--- config.mk ---
export PLATFORM = sky130hd
export DESIGN_NAME = text_terminal_cursor_engine_flat
export DESIGN_NICKNAME = d
export VERILOG_FILES = /design/src/rtl/tte_pkg.sv /design/src/rtl/tte_cmd_if.sv /design/src/rtl/tte_res_if.sv /design/src/rtl/tte_sgr.sv /design/src/rtl/tte_step.sv /design/src/rtl/tte_out_reg.sv /design/src/rtl/text_terminal_cursor_engine.sv /design/src/flat_wrapper.sv
export VERILOG_INCLUDE_DIRS = /design/src /design/src/rtl
export SDC_FILE = /design/constraint.sdc
export NUM_CORES = 1
export LEC_CHECK = 0
export BUFFER_PORTS_ARGS = -buffer_cell sky130_fd_sc_hd__buf_2
export CAP_MARGIN = 20
export CELL_PAD_IN_SITES_DETAIL_PLACEMENT = 1
export CELL_PAD_IN_SITES_GLOBAL_PLACEMENT = 1
export CORE_MARGIN = 3
export CORE_UTILIZATION = 42
export CTS_CLUSTER_DIAMETER = 120
export CTS_CLUSTER_SIZE = 8
export DETAILED_ROUTE_END_ITERATION = 7
export HOLD_SLACK_MARGIN = 0.15
export MAX_ROUTING_LAYER = met4
export PLACE_DENSITY_LB_ADDON = 0.08
export SLEW_MARGIN = 20
export SYNTH_ARGS = -nofsm -noshare
export SYNTH_HDL_FRONTEND = slang
export SYNTH_SLANG_ARGS = --single-unit
--- constraint.sdc ---
create_clock -name i_clk -period 5.6 [get_ports i_clk]
set_input_delay 0.84 -clock i_clk [delete_from_list [all_inputs] [get_ports i_clk]]
set_output_delay 0.84 -clock i_clk [all_outputs]
set_load 0.005 [all_outputs]
--- src/rtl/text_terminal_cursor_engine_defines.svh ---
// assertion macros for the text terminal cursor engine
`ifndef TEXT_TERMINAL_CURSOR_ENGINE_DEFINES_SVH
`define TEXT_TERMINAL_CURSOR_ENGINE_DEFINES_SVH

`ifndef ASSERT_OFF
`define TTE_ASSERT(lbl, clk, rst_n, prop) \
    lbl: assert property (@(posedge clk) disable iff (!rst_n) prop) \
        else $error("tte assertion failed");
`define TTE_NEVER(lbl, clk, rst_n, cond) \
    lbl: assert property (@(posedge clk) disable iff (!rst_n) !(cond)) \
        else $error("tte forbidden condition seen");
`else
`define TTE_ASSERT(lbl, clk, rst_n, prop)
`define TTE_NEVER(lbl, clk, rst_n, cond)
`endif

`endif

--- src/rtl/tte_pkg.sv ---
// types, codes and tables shared by the text terminal cursor engine
package tte_pkg;

    localparam int unsigned DEF_COLS = 80;
    localparam int unsigned DEF_ROWS = 25;

    localparam logic [3:0] OP_PUT    = 4'd0;
    localparam logic [3:0] OP_UP     = 4'd1;
    localparam logic [3:0] OP_DOWN   = 4'd2;
    localparam logic [3:0] OP_LEFT   = 4'd3;
    localparam logic [3:0] OP_RIGHT  = 4'd4;
    localparam logic [3:0] OP_SETPOS = 4'd5;
    localparam logic [3:0] OP_CLS    = 4'd6;
    localparam logic [3:0] OP_CLL    = 4'd7;
    localparam logic [3:0] OP_SGR    = 4'd8;
    localparam logic [3:0] OP_REPORT = 4'd9;

    localparam logic [2:0] ACT_CURSOR = 3'd0;
    localparam logic [2:0] ACT_CELL   = 3'd1;
    localparam logic [2:0] ACT_SPAN   = 3'd2;
    localparam logic [2:0] ACT_SCROLL = 3'd3;
    localparam logic [2:0] ACT_CLEAR  = 3'd4;

    localparam logic [8:0] KEY_BKSP  = 9'h100;
    localparam logic [8:0] KEY_LEFT  = 9'h0E4;
    localparam logic [8:0] KEY_RIGHT = 9'h0E5;
    localparam logic [8:0] KEY_DEL   = 9'h0E9;
    localparam logic [8:0] KEY_LF    = 9'h00A;
    localparam logic [8:0] KEY_CR    = 9'h00D;
    localparam logic [8:0] KEY_TAB   = 9'h009;
    localparam logic [8:0] KEY_BS    = 9'h008;

    localparam logic [7:0] CLR_TO_END   = 8'd0;
    localparam logic [7:0] CLR_TO_START = 8'd1;
    localparam logic [7:0] CLR_ALL      = 8'd2;

    localparam logic [7:0] SGR_RESET      = 8'd0;
    localparam logic [7:0] SGR_BOLD       = 8'd1;
    localparam logic [7:0] SGR_BLINK      = 8'd5;
    localparam logic [7:0] SGR_NO_BOLD    = 8'd22;
    localparam logic [7:0] SGR_NO_BLINK   = 8'd25;
    localparam logic [7:0] SGR_FG_DEF     = 8'd39;
    localparam logic [7:0] SGR_BG_DEF     = 8'd49;
    localparam logic [7:0] SGR_FG_BASE    = 8'd30;
    localparam logic [7:0] SGR_FG_INTENSE = 8'd90;
    localparam logic [7:0] SGR_BG_BASE    = 8'd40;
    localparam logic [7:0] SGR_BG_BRIGHT  = 8'd100;

    localparam logic [7:0] BLANK      = 8'h20;
    localparam logic [7:0] ATTR_RESET = 8'h07;
    localparam int unsigned TAB_STEP  = 4;

    localparam logic REG_AUTO_SCROLL  = 1'b0;
    localparam logic REG_DEFAULT_ATTR = 1'b1;

    typedef struct packed {
        logic [3:0] op;
        logic [8:0] char_code;
        logic [7:0] arg_a;
        logic [7:0] arg_b;
        logic       final_param;
    } t_cmd;

    typedef struct packed {
        logic [2:0] action;
        logic [4:0] row;
        logic [6:0] col_start;
        logic [6:0] col_end;
        logic [7:0] cell_char;
        logic [7:0] cell_attr;
        logic       last;
    } t_res;

    typedef struct packed {
        logic       bold;
        logic       blink;
        logic [2:0] fg_idx;
        logic       fg_intense;
        logic [2:0] bg_idx;
    } t_sgr;

    localparam t_sgr SGR_STATE_RESET = '{bold: 1'b0, blink: 1'b0, fg_idx: 3'd7,
                                         fg_intense: 1'b0, bg_idx: 3'd0};

    function automatic logic [3:0] colour_map(input logic [2:0] idx);
        logic [3:0] v;
        case (idx)
            3'd0:    v = 4'h0;
            3'd1:    v = 4'h4;
            3'd2:    v = 4'h2;
            3'd3:    v = 4'hE;
            3'd4:    v = 4'h1;
            3'd5:    v = 4'h5;
            3'd6:    v = 4'h3;
            default: v = 4'h7;
        endcase
        return v;
    endfunction

    function automatic t_res mk_res(input logic [2:0] act, input logic [4:0] row,
                                    input logic [6:0] cs, input logic [6:0] ce,
                                    input logic [7:0] ch, input logic [7:0] at,
                                    input logic lst);
        t_res r;
        r.action    = act;
        r.row       = row;
        r.col_start = cs;
        r.col_end   = ce;
        r.cell_char = ch;
        r.cell_attr = at;
        r.last      = lst;
        return r;
    endfunction

endpackage

--- src/rtl/tte_cmd_if.sv ---
// command word channel into the terminal engine
interface tte_cmd_if import tte_pkg::*; ();
    logic valid;
    logic ready;
    t_cmd data;

    modport source (output valid, output data, input ready);
    modport sink (input valid, input data, output ready);
endinterface

--- src/rtl/tte_res_if.sv ---
// result word channel out of the terminal engine
interface tte_res_if import tte_pkg::*; ();
    logic valid;
    logic ready;
    t_res data;

    modport source (output valid, output data, input ready);
    modport sink (input valid, input data, output ready);
endinterface

--- src/rtl/tte_sgr.sv ---
// sgr parameter decode and attribute byte rebuild
module tte_sgr import tte_pkg::*; (
    input  logic [7:0] i_value,
    input  t_sgr       i_sgr,
    output t_sgr       o_sgr,
    output logic [7:0] o_attr
);

    logic [7:0] fg_off, fgb_off, bg_off, bgb_off;
    logic [3:0] fg_col, bg_col;

    assign fg_off  = i_value - SGR_FG_BASE;
    assign fgb_off = i_value - SGR_FG_INTENSE;
    assign bg_off  = i_value - SGR_BG_BASE;
    assign bgb_off = i_value - SGR_BG_BRIGHT;

    always_comb begin
        o_sgr = i_sgr;
        case (i_value) inside
            SGR_RESET:    o_sgr = SGR_STATE_RESET;
            SGR_BOLD:     o_sgr.bold = 1'b1;
            SGR_BLINK:    o_sgr.blink = 1'b1;
            SGR_NO_BOLD:  o_sgr.bold = 1'b0;
            SGR_NO_BLINK: o_sgr.blink = 1'b0;
            SGR_FG_DEF: begin
                o_sgr.fg_idx     = 3'd7;
                o_sgr.fg_intense = 1'b0;
            end
            SGR_BG_DEF:   o_sgr.bg_idx = 3'd0;
            [8'd30:8'd37]: begin
                o_sgr.fg_idx     = fg_off[2:0];
                o_sgr.fg_intense = 1'b0;
            end
            [8'd90:8'd97]: begin
                o_sgr.fg_idx     = fgb_off[2:0];
                o_sgr.fg_intense = 1'b1;
            end
            [8'd40:8'd47]:   o_sgr.bg_idx = bg_off[2:0];
            [8'd100:8'd107]: o_sgr.bg_idx = bgb_off[2:0];
            default: ;
        endcase
    end

    // attribute from the updated flags
    assign fg_col = colour_map(o_sgr.fg_idx) | {(o_sgr.bold | o_sgr.fg_intense), 3'b000};
    assign bg_col = colour_map(o_sgr.bg_idx);
    assign o_attr = {o_sgr.blink, bg_col[2:0], fg_col};

endmodule

--- src/rtl/tte_step.sv ---
// per-word cursor and command logic between input and result registers
module tte_step import tte_pkg::*; #(
    parameter int unsigned COLS = DEF_COLS,
    parameter int unsigned ROWS = DEF_ROWS
) (
    input  t_cmd       i_cmd,
    input  logic [4:0] i_row,
    input  logic [6:0] i_col,
    input  logic [7:0] i_attr,
    input  t_sgr       i_sgr,
    input  logic       i_auto_scroll,
    input  logic [7:0] i_default_attr,
    output t_res       o_res [3],
    output logic [1:0] o_last_idx,
    output logic [4:0] o_row,
    output logic [6:0] o_col,
    output logic [7:0] o_attr,
    output t_sgr       o_sgr
);

    localparam logic [4:0] LAST_ROW = 5'(ROWS - 1);
    localparam logic [6:0] LAST_COL = 7'(COLS - 1);
    localparam logic [8:0] ROWS_W   = 9'(ROWS);
    localparam logic [8:0] COLS_W   = 9'(COLS);

    t_sgr       sgr_new;
    logic [7:0] attr_new;
    logic       sgr_en;

    tte_sgr u_sgr (
        .i_value (i_cmd.arg_a),
        .i_sgr   (i_sgr),
        .o_sgr   (sgr_new),
        .o_attr  (attr_new)
    );

    assign sgr_en = (i_cmd.op == OP_SGR);
    assign o_sgr  = sgr_en ? sgr_new : i_sgr;
    assign o_attr = (sgr_en && i_cmd.final_param) ? attr_new : i_attr;

    always_comb begin
        logic [5:0] r;
        logic [7:0] c;
        logic [8:0] sum;
        logic [7:0] tgt;
        logic [1:0] k;
        r      = {1'b0, i_row};
        c      = {1'b0, i_col};
        sum    = '0;
        tgt    = '0;
        k      = 2'd0;
        for (int i = 0; i < 3; i++) begin
            o_res[i] = '0;
        end
        case (i_cmd.op)
            OP_PUT: begin
                case (i_cmd.char_code)
                    KEY_BKSP: begin
                        if (c != 8'd0) begin
                            c = c - 8'd1;
                            if (c == 8'd0 && r != 6'd0) begin
                                c = {1'b0, LAST_COL};
                                r = r - 6'd1;
                            end
                            o_res[k] = mk_res(ACT_CELL, r[4:0], c[6:0], c[6:0], BLANK,
                                              i_attr, 1'b0);
                            k = k + 2'd1;
                        end
                    end
                    KEY_LEFT: begin
                        if (c != 8'd0) c = c - 8'd1;
                    end
                    KEY_RIGHT: begin
                        if (c < {1'b0, LAST_COL}) c = c + 8'd1;
                    end
                    KEY_DEL: begin
                        o_res[k] = mk_res(ACT_CELL, r[4:0], c[6:0], c[6:0], BLANK,
                                          i_attr, 1'b0);
                        k = k + 2'd1;
                    end
                    KEY_LF: begin
                        r = r + 6'd1;
                        c = 8'd0;
                    end
                    KEY_CR: c = 8'd0;
                    KEY_TAB: begin
                        c = c + 8'(TAB_STEP);
                        if ({1'b0, c} >= COLS_W) begin
                            c = 8'd0;
                            r = r + 6'd1;
                        end
                    end
                    KEY_BS: begin
                        if (c != 8'd0) c = c - 8'd1;
                        o_res[k] = mk_res(ACT_CELL, r[4:0], c[6:0], c[6:0], BLANK,
                                          i_attr, 1'b0);
                        k = k + 2'd1;
                    end
                    default: begin
                        o_res[k] = mk_res(ACT_CELL, r[4:0], c[6:0], c[6:0],
                                          i_cmd.char_code[7:0], i_attr, 1'b0);
                        k = k + 2'd1;
                        c = c + 8'd1;
                        if ({1'b0, c} >= COLS_W) begin
                            c = 8'd0;
                            r = r + 6'd1;
                        end
                    end
                endcase
                if ({3'b000, r} >= ROWS_W) begin
                    if (i_auto_scroll) begin
                        o_res[k] = mk_res(ACT_SCROLL, LAST_ROW, 7'd0, LAST_COL, BLANK,
                                          i_default_attr, 1'b0);
                        k = k + 2'd1;
                    end
                    r = {1'b0, LAST_ROW};
                end
            end
            OP_UP: begin
                r = (i_cmd.arg_a >= {2'b00, r}) ? 6'd0 : r - i_cmd.arg_a[5:0];
            end
            OP_DOWN: begin
                sum = {3'b000, r} + {1'b0, i_cmd.arg_a};
                r   = (sum >= ROWS_W) ? {1'b0, LAST_ROW} : sum[5:0];
            end
            OP_LEFT: begin
                c = (i_cmd.arg_a >= c) ? 8'd0 : c - i_cmd.arg_a;
            end
            OP_RIGHT: begin
                sum = {1'b0, c} + {1'b0, i_cmd.arg_a};
                c   = (sum >= COLS_W) ? {1'b0, LAST_COL} : sum[7:0];
            end
            OP_SETPOS: begin
                tgt = (i_cmd.arg_a == 8'd0) ? 8'd0 : i_cmd.arg_a - 8'd1;
                r   = ({1'b0, tgt} >= ROWS_W) ? {1'b0, LAST_ROW} : tgt[5:0];
                tgt = (i_cmd.arg_b == 8'd0) ? 8'd0 : i_cmd.arg_b - 8'd1;
                c   = ({1'b0, tgt} >= COLS_W) ? {1'b0, LAST_COL} : tgt;
            end
            OP_CLS: begin
                if (i_cmd.arg_a == CLR_ALL) begin
                    o_res[k] = mk_res(ACT_CLEAR, 5'd0, 7'd0, LAST_COL, BLANK, i_attr, 1'b0);
                    k = k + 2'd1;
                    r = 6'd0;
                    c = 8'd0;
                end
            end
            OP_CLL: begin
                case (i_cmd.arg_a)
                    CLR_TO_END: begin
                        o_res[k] = mk_res(ACT_SPAN, r[4:0], c[6:0], LAST_COL, BLANK,
                                          i_attr, 1'b0);
                        k = k + 2'd1;
                    end
                    CLR_TO_START: begin
                        o_res[k] = mk_res(ACT_SPAN, r[4:0], 7'd0, c[6:0], BLANK,
                                          i_attr, 1'b0);
                        k = k + 2'd1;
                    end
                    CLR_ALL: begin
                        o_res[k] = mk_res(ACT_SPAN, r[4:0], 7'd0, LAST_COL, BLANK,
                                          i_attr, 1'b0);
                        k = k + 2'd1;
                    end
                    default: ;
                endcase
            end
            OP_SGR: ;
            OP_REPORT: ;
            default: ;
        endcase
        o_res[k]   = mk_res(ACT_CURSOR, r[4:0], c[6:0], c[6:0], 8'd0, o_attr, 1'b1);
        o_last_idx = k;
        o_row      = r[4:0];
        o_col      = c[6:0];
    end

endmodule

--- src/rtl/tte_out_reg.sv ---
// result output register driving the result channel
module tte_out_reg import tte_pkg::*; (
    input  logic      i_clk,
    input  logic      i_rst_n,
    input  logic      i_valid,
    input  t_res      i_data,
    output logic      o_load,
    tte_res_if.source o_res
);

    logic r_vld;
    t_res r_data;

    assign o_load    = !r_vld || o_res.ready;
    assign o_res.valid = r_vld;
    assign o_res.data  = r_data;

    always_ff @(posedge i_clk) begin
        if (!i_rst_n) begin
            r_vld <= 1'b0;
        end else if (o_load) begin
            r_vld <= i_valid;
        end
    end

    always_ff @(posedge i_clk) begin
        if (o_load && i_valid) begin
            r_data <= i_data;
        end
    end

endmodule

--- src/rtl/text_terminal_cursor_engine.sv ---
// top level of the text terminal cursor engine
// usage:
//   i_cmd carries one command word (put char, moves, set position, clears, sgr,
//   report). each word yields one to three result words on o_res: cell writes,
//   span fills, scroll-up or clear commands for the character store, and always
//   a final cursor word with last set.
//   the command word is registered, its results are worked out in one pass of
//   logic and leave through an output register one per cycle while o_res is
//   not stalled. the first result word passes the command register and the
//   output register before it is valid on o_res.
//   throughput: one result word per cycle, so a word with a single result can be
//   taken every cycle while o_res is not stalled.
//   i_cmd.ready drops while the held word still has results to send.
//   a stall on o_res holds the output register, which in turn holds the
//   command register and i_cmd.ready low; nothing is lost or repeated.
//   reset (i_rst_n low, synchronous) homes the cursor, sets attribute 0x07,
//   sgr state to defaults, auto scroll on and default fill attribute 0x07.
//   configuration writes (i_cfg_we, i_cfg_idx, i_cfg_data) are to be made by
//   the user while the engine is idle; the block itself does not enforce this.
`include "text_terminal_cursor_engine_defines.svh"
module text_terminal_cursor_engine import tte_pkg::*; #(
    parameter int unsigned COLS = DEF_COLS,
    parameter int unsigned ROWS = DEF_ROWS
) (
    input  logic       i_clk,
    input  logic       i_rst_n,
    input  logic       i_cfg_we,
    input  logic       i_cfg_idx,
    input  logic [7:0] i_cfg_data,
    tte_cmd_if.sink    i_cmd,
    tte_res_if.source  o_res
);

    logic       r_cmd_vld;
    t_cmd       r_cmd;
    logic [1:0] r_idx;
    logic [4:0] r_row;
    logic [6:0] r_col;
    logic [7:0] r_attr;
    t_sgr       r_sgr;
    logic       r_auto_scroll;
    logic [7:0] r_default_attr;

    t_res       step_res [3];
    logic [1:0] step_last_idx;
    logic [4:0] n_row;
    logic [6:0] n_col;
    logic [7:0] n_attr;
    t_sgr       n_sgr;
    logic       out_load;
    logic       issue;
    logic       done;

    tte_step #(
        .COLS (COLS),
        .ROWS (ROWS)
    ) u_step (
        .i_cmd          (r_cmd),
        .i_row          (r_row),
        .i_col          (r_col),
        .i_attr         (r_attr),
        .i_sgr          (r_sgr),
        .i_auto_scroll  (r_auto_scroll),
        .i_default_attr (r_default_attr),
        .o_res          (step_res),
        .o_last_idx     (step_last_idx),
        .o_row          (n_row),
        .o_col          (n_col),
        .o_attr         (n_attr),
        .o_sgr          (n_sgr)
    );

    tte_out_reg u_out (
        .i_clk   (i_clk),
        .i_rst_n (i_rst_n),
        .i_valid (issue),
        .i_data  (step_res[r_idx]),
        .o_load  (out_load),
        .o_res   (o_res)
    );

    assign issue       = r_cmd_vld && out_load;
    assign done        = issue && (r_idx == step_last_idx);
    assign i_cmd.ready = !r_cmd_vld || done;

    always_ff @(posedge i_clk) begin
        if (!i_rst_n) begin
            r_cmd_vld <= 1'b0;
            r_idx     <= 2'd0;
        end else begin
            if (i_cmd.ready) begin
                r_cmd_vld <= i_cmd.valid;
            end
            if (done) begin
                r_idx <= 2'd0;
            end else if (issue) begin
                r_idx <= r_idx + 2'd1;
            end
        end
    end

    always_ff @(posedge i_clk) begin
        if (i_cmd.ready && i_cmd.valid) begin
            r_cmd <= i_cmd.data;
        end
    end

    // terminal state commits with the cursor word
    always_ff @(posedge i_clk) begin
        if (!i_rst_n) begin
            r_row  <= 5'd0;
            r_col  <= 7'd0;
            r_attr <= ATTR_RESET;
            r_sgr  <= SGR_STATE_RESET;
        end else if (done) begin
            r_row  <= n_row;
            r_col  <= n_col;
            r_attr <= n_attr;
            r_sgr  <= n_sgr;
        end
    end

    always_ff @(posedge i_clk) begin
        if (!i_rst_n) begin
            r_auto_scroll  <= 1'b1;
            r_default_attr <= ATTR_RESET;
        end else if (i_cfg_we) begin
            unique case (i_cfg_idx)
                REG_AUTO_SCROLL:  r_auto_scroll  <= i_cfg_data[0];
                REG_DEFAULT_ATTR: r_default_attr <= i_cfg_data;
                default: ;
            endcase
        end
    end

    `TTE_ASSERT(a_idx_in_range, i_clk, i_rst_n, r_cmd_vld |-> (r_idx <= step_last_idx))
    `TTE_ASSERT(a_done_gives_last, i_clk, i_rst_n, done |=> (o_res.valid && o_res.data.last))
    `TTE_NEVER(a_cursor_off_screen, i_clk, i_rst_n, r_row > 5'(ROWS - 1))
    `TTE_NEVER(a_col_off_screen, i_clk, i_rst_n, r_col > 7'(COLS - 1))
    `TTE_ASSERT(a_mid_word_not_last, i_clk, i_rst_n, (issue && !done) |=> !o_res.data.last)

endmodule

--- src/flat_wrapper.sv ---
// flat-port wrapper written by rule: the top's interface ports become plain ports
module text_terminal_cursor_engine_flat import tte_pkg::*;
#(
    parameter int unsigned COLS = DEF_COLS,
    parameter int unsigned ROWS = DEF_ROWS
)
  (i_clk, i_rst_n, i_cfg_we, i_cfg_idx, i_cfg_data, i_cmd_valid, i_cmd_data, i_cmd_ready, o_res_valid, o_res_data, o_res_ready);
  tte_cmd_if i_cmd_i ();
  tte_res_if o_res_i ();
  input  logic i_clk;
  input  logic i_rst_n;
  input  logic i_cfg_we;
  input  logic i_cfg_idx;
  input  logic [7:0] i_cfg_data;
  input wire logic [$bits(i_cmd_i.valid)-1:0] i_cmd_valid;
  input wire logic [$bits(i_cmd_i.data)-1:0] i_cmd_data;
  output wire logic [$bits(i_cmd_i.ready)-1:0] i_cmd_ready;
  output wire logic [$bits(o_res_i.valid)-1:0] o_res_valid;
  output wire logic [$bits(o_res_i.data)-1:0] o_res_data;
  input wire logic [$bits(o_res_i.ready)-1:0] o_res_ready;
  assign i_cmd_i.valid = i_cmd_valid;
  assign i_cmd_i.data = i_cmd_data;
  assign i_cmd_ready = i_cmd_i.ready;
  assign o_res_valid = o_res_i.valid;
  assign o_res_data = o_res_i.data;
  assign o_res_i.ready = o_res_ready;
  text_terminal_cursor_engine #(.COLS(COLS), .ROWS(ROWS)) u_core (.i_clk(i_clk), .i_rst_n(i_rst_n), .i_cfg_we(i_cfg_we), .i_cfg_idx(i_cfg_idx), .i_cfg_data(i_cfg_data), .i_cmd(i_cmd_i), .o_res(o_res_i));
endmodule
# ---- Word-level counts from Yosys, hierarchy flattened
# Index checks and enable logic that the tools add are counted.
dict set report word_totals {
  out_inout_bits 41
  word_cells 225
  ff_bits 111
  in_bits 44
}
dict set report classes {
  reduce_logical 33
  addsub 17
  n_eq_ne 36
  bitwise 7
  order_cmp 23
  muxes 84
}
# operator count
set op_table {}
lappend op_table {{117-bit bitwise mux} 2}
lappend op_table {{117-bit two-way mux} 2}
lappend op_table {{39-bit two-way mux} 6}
lappend op_table {{39-bit demux with 2-bit select} 2}
lappend op_table {{37-bit one-hot mux with 4 select lines} 1}
lappend op_table {{39-bit one-hot mux with 3 select lines} 1}
lappend op_table {{38-bit one-hot mux with 3 select lines} 1}
lappend op_table {{39-bit binary-select mux with 2-bit select} 1}
lappend op_table {{78-bit two-way mux} 1}
lappend op_table {{7-bit two-way mux} 10}
lappend op_table {{7-bit one-hot mux with 6 select lines} 1}
lappend op_table {{8-bit by 7-bit greater-or-equal comparator with 1-bit output (second input constant)} 5}
lappend op_table {{37-bit two-way mux} 1}
lappend op_table {{9-bit by 4-bit equality test with 1-bit output (second input constant)} 4}
lappend op_table {{4-bit two-way mux} 9}
lappend op_table {{7-bit one-hot mux with 5 select lines} 1}
lappend op_table {{3-bit two-way mux} 11}
lappend op_table {{6-bit two-way mux} 5}
lappend op_table {{4-bit one-hot mux with 7 select lines} 1}
lappend op_table {{9-bit by 8-bit equality test with 1-bit output (second input constant)} 3}
lappend op_table {{5-bit two-way mux} 5}
lappend op_table {{5-bit one-hot mux with 5 select lines} 1}
lappend op_table {{8-bit logical NOT} 3}
lappend op_table {{8-bit two-way mux} 3}
lappend op_table {{other kinds (61)} 120}

# ---- Logic depth before layout (Yosys ltp)
dict set report depth {
  word_depth 20
  mapped_depth 17
  mapped_depth_nobuf 14
}

# ---- Cells and area by module
# A second synthesis with hierarchy kept.
dict set report unflattened {
  hier_cells 1336
  area_unflattened_um2 10841.6
}
# module instances seq_area_each_um2 area_per_inst_um2 cells_per_inst
set modules_own_cells {}
lappend modules_own_cells {tte_step 1 0.0 5627.9 853}
lappend modules_own_cells {text_terminal_cursor_engine 1 1721.7 3340.7 339}
lappend modules_own_cells {tte_out_reg 1 1191.1 1228.7 44}
lappend modules_own_cells {tte_sgr 1 0.0 644.4 100}

# ---- Worst setup path before layout
# OpenSTA, ideal clock, no wires.
dict set report synth_timing {
  kind {register -> register}
  start {register u_core.r_col[1]}
  end {register u_core.r_cmd[0] (netlist bit) (enable)}
  stages_incl_launch_ff 18
  setup_slack_ns -0.449
  t_arrival_ns 5.624
  t_required_ns 5.175
  synth_period_minus_slack_ns 6.049
  n_path_buf 4
  setup_ns 0.425
  path_cell_list {dfxtp_1 > clkbuf_1 > inv_1 > ha_1 > nand2b_1 > nand4_1 > nand4b_4 > or3_1 > clkbuf_1 > or2_1 > o41ai_4 > or4_1 > buf_4 > o2111ai_4 > xnor2_4 > nand3_4 > buf_4 > a21boi_1}
}
dict set report synth_via {
  elab_chain_len 14
  elab_cells_between_ends 26
  classes_between {add/sub (4); order compare (3); eq/ne (1); mux (12); reduce/logical (6)}
}
# item line
set synth_lines {}
lappend synth_lines {{start: declaration} text_terminal_cursor_engine.sv:38} ;# logic [6:0] r_col;
lappend synth_lines {{start signal: assignment} text_terminal_cursor_engine.sv:117} ;# r_col <= n_col;
lappend synth_lines {{parallel branches: the longest is 8 deep, another holds 7-bit by 1-bit adder with 8-bit output} n/a}
lappend synth_lines {{2-bit two-way mux (*)} tte_step.sv:110} ;# if ({3'b000, r} >= ROWS_W) begin
lappend synth_lines {{2-bit one-hot mux with 3 select lines (*)} tte_step.sv:55} ;# case (i_cmd.op)
lappend synth_lines {{2-bit equality test (*)} text_terminal_cursor_engine.sv:83} ;# assign done = issue && (r_idx == step_last_idx);
lappend synth_lines {{1-bit logical AND (*)} text_terminal_cursor_engine.sv:83}
lappend synth_lines {{1-bit logical OR (*)} text_terminal_cursor_engine.sv:84} ;# assign i_cmd.ready = !r_cmd_vld || done;
lappend synth_lines {{1-bit logical AND (*)} text_terminal_cursor_engine.sv:103} ;# if (i_cmd.ready && i_cmd.valid) begin
lappend synth_lines {{end signal: assignment} text_terminal_cursor_engine.sv:104} ;# r_cmd <= i_cmd.data;
lappend synth_lines {{end: declaration} text_terminal_cursor_engine.sv:35} ;# t_cmd r_cmd;
# Mark *: on every way between the ends. The select of a mux whose other input is x is not followed.
# A chain may end at the register's enable or synchronous reset.

# ---- Worst setup path after layout
dict set report layout_timing {
  start {register u_core.r_cmd[21] (netlist bit)}
  end {output i_cmd_ready}
}
dict set report layout_via {
  elab_chain_len 11
  elab_cells_between_ends 22
  classes_between {add/sub (1); order compare (1); eq/ne (9); mux (7); reduce/logical (4)}
}
# item line
set layout_lines {}
lappend layout_lines {{parallel branches: the longest is 6 deep, another holds 6-bit by 5-bit greater-or-equal comparator with 1-bit output} n/a}
lappend layout_lines {{2-bit two-way mux (*)} tte_step.sv:110}
lappend layout_lines {{2-bit one-hot mux with 3 select lines (*)} tte_step.sv:55}
lappend layout_lines {{2-bit equality test (*)} text_terminal_cursor_engine.sv:83}
lappend layout_lines {{1-bit logical AND (*)} text_terminal_cursor_engine.sv:83}
lappend layout_lines {{1-bit logical OR (*)} text_terminal_cursor_engine.sv:84}
lappend layout_lines {{end: declaration} flat_wrapper.sv:17} ;# output wire logic [$bits(i_cmd_i.ready)-1:0] i_cmd_ready;
# Marked as above.

==> impl_metrics.tcl <==
set metrics [dict create \
    outcome "finished, final reports clean" \
    cp_max_fo 18 \
    p_leak_nw 4.29 \
    cts_tree "built" \
    finalWirelength_mm 38.2 \
    rsz0062_at_grt "no" \
    avgViaCountPerCell 6.30 \
    yosysWarnings 0 \
    powerDensity_nw_per_um2 229 \
    io_pins 85 \
    root_buffer "clkbuf_16" \
    p_sw_w 0.00100 \
    combPwrFrac 0.358 \
    grt_util_all_layers 0.297 \
    synth-async-reset-ratio 0 \
    worst_pin_slew_ns 1.15 \
    switching_share 0.386 \
    vias 10300 \
    routedWlPerCell_um 23.4 \
    pwr-share-clk 0.248 \
    pwr-share-seq 0.394 \
    drive_gt1_frac 0.154 \
    place_congestion 0.978 \
    clock.fmax_mhz 189 \
    die_h_um 162 \
    portBuffers 84 \
    drtIter0Drc 761 \
    synth-seq-cells 111 \
    timing.final.crit_share 0.943 \
    synth_edf_count 69 \
    synth_nets 1345 \
    rows 56 \
    first_pass_iters 6 \
    finalClockSkew_ns 0.0143 \
    setup_viol 0 \
    netlist_area_sq_um 10200 \
    antenna_found_initial 0 \
    syn_inst 1241 \
    grt_pass1_vias 10200 \
    cts_buffer_depth 2 \
    criticalPathCategory "flip-flop to output pin" \
    antenna_left 0 \
    cap_viol_max_count 0 \
    cts.sinks 111 \
    finalHoldViolCount 0 \
    ir_worst_vdd_mv 0.152 \
    required_ns 4.76 \
    synth.avg_cell_area_sq_um 8.19 \
    hpwl_mm 29.9 \
    slew_headroom 0.231 \
    core_area_sq_um 23600 \
    ys.flop_type "edfxtp_1" \
    cts_htree_levels 3 \
    grt_pass1_wl_mm 59.4 \
    ys_types 99 \
    worstSetupEndpointType "output pin" \
    grt_max_degree 47 \
    tns_ns 0 \
    grt-ovfl-total 0 \
    report.final.slew_viol_count 0 \
    start_util 0.430 \
    ys_seq_area_frac 0.287 \
    drc 0 \
    clk_latency_ns 0.37 \
    finalCriticalPeriod_ns 5.28 \
    startpoint_type "flip-flop" \
    final_nets 1415 \
    numCtsBuffers 9 \
    diodes 0 \
    arrival_ns 4.44 \
    die_area_sq_um 26100 \
    die_w_um 162 \
    area_growth_pct 11.9 \
    hold_ws_ns 0.466 \
    path_clk_slew_ns 0.08 \
    p_int_w 0.00160 \
    hp-class "flip-flop to flip-flop" \
]
==> per-stage QoR <==
step / instances / utilization / cell area [sq um] / power, W / setup slack, ns
2_1_floorplan: 1241 / - / 10200 / 0.00162 / 0.195
3_3_place_gp: 1617 / 0.467 / 11000 / 0.00193 / 0.632
3_5_place_dp: 1617 / 0.467 / 11000 / 0.00194 / 0.562
4_1_cts: 1633 / 0.479 / 11300 / 0.00259 / 0.148
5_1_grt: 1635 / 0.481 / 11400 / 0.00273 / 0.0263
6_report: 1635 / 0.481 / 11400 / 0.00260 / 0.317
==> kinds of logic after synthesis <==
logic type | synth area share
AND/OR/NAND/NOR | 0.231
XOR/XNOR | 0.0320
adder cells (fa/ha/maj) | 0.0778
buffers and inverters | 0.0555
multiplexers | 0.0299
AO/OA/AOI/OAI | 0.287
flip-flops | 0.287
==> timing repair <==
action,4_1_cts,5_1_grt
gates resized for setup,0,8
endpoints found under the setup margin,0,1
buffers inserted,0,2
hold buffers,0,0
==> registers in the layout, indices dropped and copies added (netlist names) <==
register                  cells
u_core.u_out.o_res.data      39
u_core.r_cmd                 30
u_core.r_sgr                  9
u_core.r_attr                 8
u_core.r_default_attr         8
u_core.r_col                  7
u_core.r_row                  5
u_core.r_idx                  2
u_core.r_auto_scroll          1
u_core.r_cmd_vld              1
u_core.u_out.o_res.valid      1
==> final timing paths <==
path / from / end / slack, ns / cells after the start
setup reg to reg: u_core.r_col[0]$_SDFFE_PN0P_ / u_core.r_col[4]$_SDFFE_PN0P_ / 0.78 / 14
hold / removal: u_core.r_sgr[8]$_SDFFE_PN0P_ / u_core.r_sgr[8]$_SDFFE_PN0P_ / 0.47 / 2
setup / recovery: u_core.r_cmd[21]$_DFFE_PP_ / i_cmd_ready / 0.32 / 13
hold reg to reg: u_core.r_sgr[8]$_SDFFE_PN0P_ / u_core.r_sgr[8]$_SDFFE_PN0P_ / 0.47 / 2
==> layout make-up <==
type,instances,area [sq um]
clock inverters,6,51.3
flip-flops and latches,111,2910
fillers,2862,12200
inverters,62,233
well taps,319,399
multi-input cells,994,6750
clock buffers,10,229
repair buffers,133,788
==> worst max-delay path: stages (launching register included) <==
cell	delay, ns
edfxtp_1	0.49
nor4_2	0.55
nand3_1	0.20
nor2_1	0.52
o31ai_1	0.25
a31oi_4	0.25
xnor2_1	0.11
buf_4	0.17
or3_1	0.38
a2111oi_2	0.55
nor4_4	0.12
nand3_4	0.26
nand2_1	0.08
buf_2	0.13
==> power by group through the flow <==
| stage | Sequential (W) | Combinational, W | Clock (W) |
|---|---|---|---|
| after floorplan | 0.00102 | 0.000602 | 0 |
| after global placement | 0.00104 | 0.000891 | 0 |
| after detailed placement | 0.00104 | 0.000902 | 0 |
| after CTS | 0.00102 | 0.000906 | 0.000657 |
| after global routing | 0.00103 | 0.00101 | 0.000690 |
| final | 0.00102 | 0.000931 | 0.000646 |
==> layout by cell type, fill, tap and decap left out, drive strengths merged, types with 18 or more instances in the layout <==
cell    synthesis  routed
inv            60      64
nor2           84      84
nor3           45      45
a31oi          27      27
ha             56      56
nand2b         26      26
o211ai         18      18
edfxtp         69      69
nand3          48      48
dfxtp          42      42
a211oi         24      24
buf            21     133
nor4           18      18
nand2         140     140
o21ai          72      72
xnor2          26      26
a21oi          85      85
nand4          18      18
mux2i          27      27
==> layer usage <==
layer,vias to the layer above,share of wire,GRT usage
li1,4834,-,-
met1,5059,0.47,0.412
met2,352,0.44,0.447
met3,62,0.061,0.0505
met4,0,0.024,0.0884
met5,-,0,-
==> synthesized netlist by cell type, types with 10 or more instances <==
cell | n | area share
a211oi_1 | 22 | 0.016
a21o_1 | 12 | 0.0089
a21oi_1 | 84 | 0.041
a221oi_1 | 14 | 0.012
a22oi_1 | 12 | 0.0089
a31oi_1 | 26 | 0.016
and2_1 | 13 | 0.0080
buf_2 | 10 | 0.0049
clkbuf_1 | 53 | 0.020
dfxtp_1 | 42 | 0.083
edfxtp_1 | 69 | 0.20
ha_1 | 56 | 0.069
inv_1 | 58 | 0.021
mux2i_1 | 27 | 0.027
nand2_1 | 139 | 0.051
nand2b_1 | 26 | 0.016
nand3_1 | 47 | 0.023
nand4_1 | 17 | 0.010
nor2_1 | 84 | 0.031
nor2b_1 | 12 | 0.0074
nor3_1 | 40 | 0.020
nor4_1 | 14 | 0.0086
o211ai_1 | 18 | 0.013
o21ai_0 | 65 | 0.032
o22ai_1 | 13 | 0.0080
o31ai_1 | 13 | 0.0096
or3_1 | 14 | 0.0086
xnor2_1 | 25 | 0.022
Power figures use the tool's default switching activity.
